[config.mk]
export PLATFORM = sky130hd
export DESIGN_NAME = cmwc_ctrl
export DESIGN_NICKNAME = d
export VERILOG_FILES = /design/src/sv/cmwc_pkg.sv /design/src/sv/cmwc_ctrl.sv
export SDC_FILE = /design/constraint.sdc
export NUM_CORES = 1
export LEC_CHECK = 0
export BUFFER_PORTS_ARGS = -buffer_cell sky130_fd_sc_hd__buf_2
export CAP_MARGIN = 20
export CORE_AREA = 2 2 39 41
export CTS_CLUSTER_DIAMETER = 80
export DETAILED_ROUTE_END_ITERATION = 10
export DIE_AREA = 0 0 41 43
export GPL_ROUTABILITY_DRIVEN = 0
export GPL_TIMING_DRIVEN = 0
export HOLD_SLACK_MARGIN = 0.12
export PLACE_DENSITY = 0.33
export SYNTH_ARGS = -nofsm -noshare
export SYNTH_HDL_FRONTEND = slang
export SYNTH_SLANG_ARGS = --single-unit
[constraint.sdc]
create_clock -name clk -period 1.8 [get_ports clk]
set_input_delay 0.18 -clock clk [delete_from_list [all_inputs] [get_ports clk]]
set_output_delay 0.18 -clock clk [all_outputs]
set_load 0.1 [all_outputs]
[src/sv/cmwc_pkg.sv]
// ----------------------------------------------------------------------------
// cmwc_pkg
// Shared constants and controller/datapath interface types for the
// complementary multiply-with-carry generator.
// ----------------------------------------------------------------------------
package cmwc_pkg;

  // request codes on in_command
  typedef enum logic {
    CMD_SEED = 1'b0,
    CMD_DRAW = 1'b1
  } cmd_code_t;

  localparam logic [31:0] CMWC_PHI    = 32'h9e37_79b9;
  localparam logic [14:0] CMWC_MUL    = 15'd18782;
  localparam logic [31:0] CMWC_BASE   = 32'hffff_fffe;
  localparam logic [18:0] CARRY_RESET = 19'd362436;

  localparam int unsigned WORD_W  = 32;
  localparam int unsigned CARRY_W = 19;
  localparam int unsigned PROD_W  = 47;

  // commands from the controller to the datapath
  typedef struct packed {
    logic draw_go;   // draw accepted: advance index, read entry
    logic seed_go;   // seed accepted: latch seed, clear fill counter
    logic seed_wr;   // write one table entry of the seed fill
    logic mul_en;    // form 18782*entry + carry
    logic fin_en;    // finish the draw, write back, present result
  } dp_cmd_t;

  // status from the datapath to the controller
  typedef struct packed {
    logic seed_last; // fill counter sits on the last entry
  } dp_stat_t;

endpackage

[src/sv/cmwc_ctrl.sv]
// ----------------------------------------------------------------------------
// cmwc_ctrl
// Sequencer for seed fills and multiply-then-finish draws.
// ----------------------------------------------------------------------------
module cmwc_ctrl
  import cmwc_pkg::*;
(
  input  logic      clk,
  input  logic      rst_n,
  input  logic      start,
  input  logic      in_command,
  output logic      busy,
  output dp_cmd_t   cmd,
  input  dp_stat_t  stat
);

  typedef enum logic [1:0] {
    ST_IDLE,
    ST_SEED,
    ST_MUL,
    ST_FIN
  } state_t;

  state_t state_r;
  state_t state_nxt;
  logic   accept;
  logic   is_draw;

  // a new request may enter while the last draw finishes
  assign busy    = (state_r == ST_SEED) || (state_r == ST_MUL);
  assign accept  = start && !busy;
  assign is_draw = (in_command == CMD_DRAW);

  // datapath commands
  always_comb begin
    cmd         = '0;
    cmd.draw_go = accept && is_draw;
    cmd.seed_go = accept && !is_draw;
    cmd.seed_wr = (state_r == ST_SEED);
    cmd.mul_en  = (state_r == ST_MUL);
    cmd.fin_en  = (state_r == ST_FIN);
  end

  // next state
  always_comb begin
    state_nxt = state_r;
    unique case (state_r)
      ST_IDLE, ST_FIN: begin
        if (accept) begin
          state_nxt = is_draw ? ST_MUL : ST_SEED;
        end else begin
          state_nxt = ST_IDLE;
        end
      end
      ST_SEED: begin
        if (stat.seed_last) begin
          state_nxt = ST_IDLE;
        end
      end
      ST_MUL:  state_nxt = ST_FIN;
      default: state_nxt = ST_IDLE;
    endcase
  end

  // state register
  always_ff @(posedge clk) begin
    if (!rst_n) begin
      state_r <= ST_IDLE;
    end else begin
      state_r <= state_nxt;
    end
  end

  // checks
  a_mul_to_fin: assert property (@(posedge clk) disable iff (!rst_n)
    state_r == ST_MUL |=> state_r == ST_FIN)
    else $error("multiply stage not followed by finish");

  a_seed_holds: assert property (@(posedge clk) disable iff (!rst_n)
    (state_r == ST_SEED && !stat.seed_last) |=> state_r == ST_SEED)
    else $error("seed fill left early");

  a_draw_enters: assert property (@(posedge clk) disable iff (!rst_n)
    cmd.draw_go |=> state_r == ST_MUL)
    else $error("accepted draw did not start");

endmodule

==> impl_results.md <==
* # setup viols final at 0
* Largest regs: state_r: 2 flops
* DR pass1 iterations at 2
* Post-Syn Instances at 16
* Register with the most flip-flops: state_r
* Largest net degree at the start of global routing at 5
* Max FFs per register at 2
* Num CTS Buffers at 3
* I/O Buffers at 10
* Final hold slack at 0.199 ns
* Post-synth top area cell: dfxtp_1
* Placed inst area at 233 um2
* Seq cells post-synth at 2
* Most area-consuming cells after synthesis: dfxtp_1 25%, ha_1 24%, o311a_1 13%
* Cell area after synthesis at 159 um2
* Worst min path class: in2reg
* RSZ-0062 raised after global routing: no
* Height of the die at 43 um
* Post-synth EDFFs at 0
* H-tree Lvls at 1
* Clk_lat worst skew at 0.23 ns
* DIE AREA at 0.00176 mm2
* Layout Area Growth over Synthesis at 63.8%
* Core area at 0.00138 mm2
* Nets at 39
* Yosys top cell area share at 0.252
* Worst Clk Skew at 0.00238 ns
* Clock root buffer: clkbuf_4
* Post-route minimum period at 1.68 ns
* Final-report max-slew violation count at 0
* Slew HR at 0.678
* Chip width at 41 um
* Antenna violations before repair at 0
* Final cell count without fillers at 45
* Starting Density at 0.115
* Critical path class: reg2out
* First-pass GRT wire length at 662 um
* Post-route DRC at 0
* Final count of hold timing violations at 0
* Worst Path Max Fanout at 4
* F_max at 597 MHz
* Worst vdd rail ir drop at 314 uV
* Period Utilization, post-route at 0.931
* Reg area at 40.0 um2
* Power per Cell Area at 1110 mW/mm2
* Sequence of cells on the critical path: inv_1, ha_1, and3b_2, clkbuf_4
* CTS tree: built
* Design area at 260 um2
* Post-synth top cells: 3 x ha_1, 3 x inv_1, 2 x dfxtp_1, 2 x o311a_1, 2 x or3b_1
* Ys Warns at 0
* Syn nets at 24
* Max-Cap Viols at 0
* Filler cells at 160
* WL/cell at 8.38 um
* Leakage Power at 0.000145 uW
* Worst-Margin Slew at 0.486 ns
* GRT Util Overall at 0.0631
* Worst endpoint required time at 1.62 ns
* CTS Buffer Depth at 2
* Peak per-stage delay on the critical path at 0.37 ns
* CP arrival at 1.50 ns
* Footprint of the multi-input gates at 111 um2
* Vias at 170
* Main flop type after synthesis: dfxtp_1
* Hold Buf Count CTS at 0
* Syn avg cell area at 9.93 um2
* Ratio of cells with drive above 1 in the final layout at 0.586
* Outcome: finished, final reports clean
* IO Pins at 11
* Antenna-violating nets left at 0
* Clk sinks at 2
* Total length of routed wires at 377 um
* Critical path endpoint category: output pin
* Remaining global-route overflow at 0
* Number of DRC markers in iteration 0 at 3
* Clock transition at path regs at 0.03 ns
* Vias in the first global route at 183
* Yosys cell types at 9
* Vias/cell at 3.78
* Register area share after synthesis at 0.252
* DP Cell Count at 42
* Post-synth ARST share at 0
* Antenna Cells at 0
* CP startpoint kind: flip-flop
* Site row count at 14
* Post-CTS Setup Bufs at 0
* Slowest CP cell: dfxtp_1
* DP Wirelength at 282 um
* TNS Setup at 0 ns
-- layer usage --
metal / vias to the layer above / track usage / wire length, um
li1: 82 / - / -
met1: 74 / 0.0637 / 171
met2: 12 / 0.0781 / 144
met3: 2 / 0.0157 / 45
met4: 0 / 0.100 / 15
met5: - / 0 / 0
-- final timing paths --
check | start | end | slack (ns) | cells after the start
hold reg to reg | state_r[1]$_SDFFE_PN0P_ | state_r[1]$_SDFFE_PN0P_ | 0.67 | 2
setup / recovery | state_r[0]$_SDFFE_PN0P_ | cmd[3] | 0.12 | 4
setup reg to reg | state_r[0]$_SDFFE_PN0P_ | state_r[0]$_SDFFE_PN0P_ | 0.36 | 4
hold / removal | rst_n | state_r[1]$_SDFFE_PN0P_ | 0.20 | 2
-- cell type report --
cell class	instances	area share
Tap cell	16	0.0769
Timing Repair Buffer	10	0.212
Sequential cell	2	0.154
Inverter	3	0.0433
Clock buffer	3	0.0865
Multi-Input combinational cell	11	0.428
-- cell families (layout without fill, tap and decap cells) --
family,after synthesis,after routing,share of synthesized area
buf+inv,3,16,0.0709
flops,2,2,0.252
fa+ha+maj,3,3,0.236
simple gates,6,6,0.315
compound gates,2,2,0.126
-- power breakdown --
part	leakage [uW]	internal [uW]	switching (uW)	total, uW
combinational	0.000115	28.5	108	137
sequential	0.0000164	48.8	4.27	53.1
clock	0.0000138	73.7	26.8	100
total	0.000145	151	139	290
-- worst max-delay path: cells and delay by family (launching register included) --
family | cells | cell delay, ns
buf+inv | 2 | 0.38
flops | 1 | 0.37
fa+ha+maj | 1 | 0.31
simple gates | 1 | 0.20
-- what timing repair did --
action | CTS | global route
endpoints found under the setup margin | 0 | 2
gates resized for setup | 0 | 2
hold endpoints to repair | 0 | 0
-- cells in the final DEF (no fill, tap or decap), drive strengths merged --
| cell | instances |
|---|---|
| buf | 8 |
| clkbuf | 5 |
| inv | 3 |
| ha | 3 |
| or3b | 2 |
| o311a | 2 |
| dfxtp | 2 |
| and3 | 1 |
| and3b | 1 |
| nor2b | 1 |
| and2b | 1 |
-- per-stage QoR --
step | utilization | setup WS, ns | power (uW)
2_1_floorplan | - | 0.130 | 171
3_3_place_gp | 0.168 | 0.268 | 188
3_5_place_dp | 0.168 | 0.257 | 189
4_1_cts | 0.184 | 0.00706 | 296
5_1_grt | 0.188 | 0.0455 | 308
6_report | 0.188 | 0.125 | 290
Note: power is estimated with default switching activity, not from simulation.
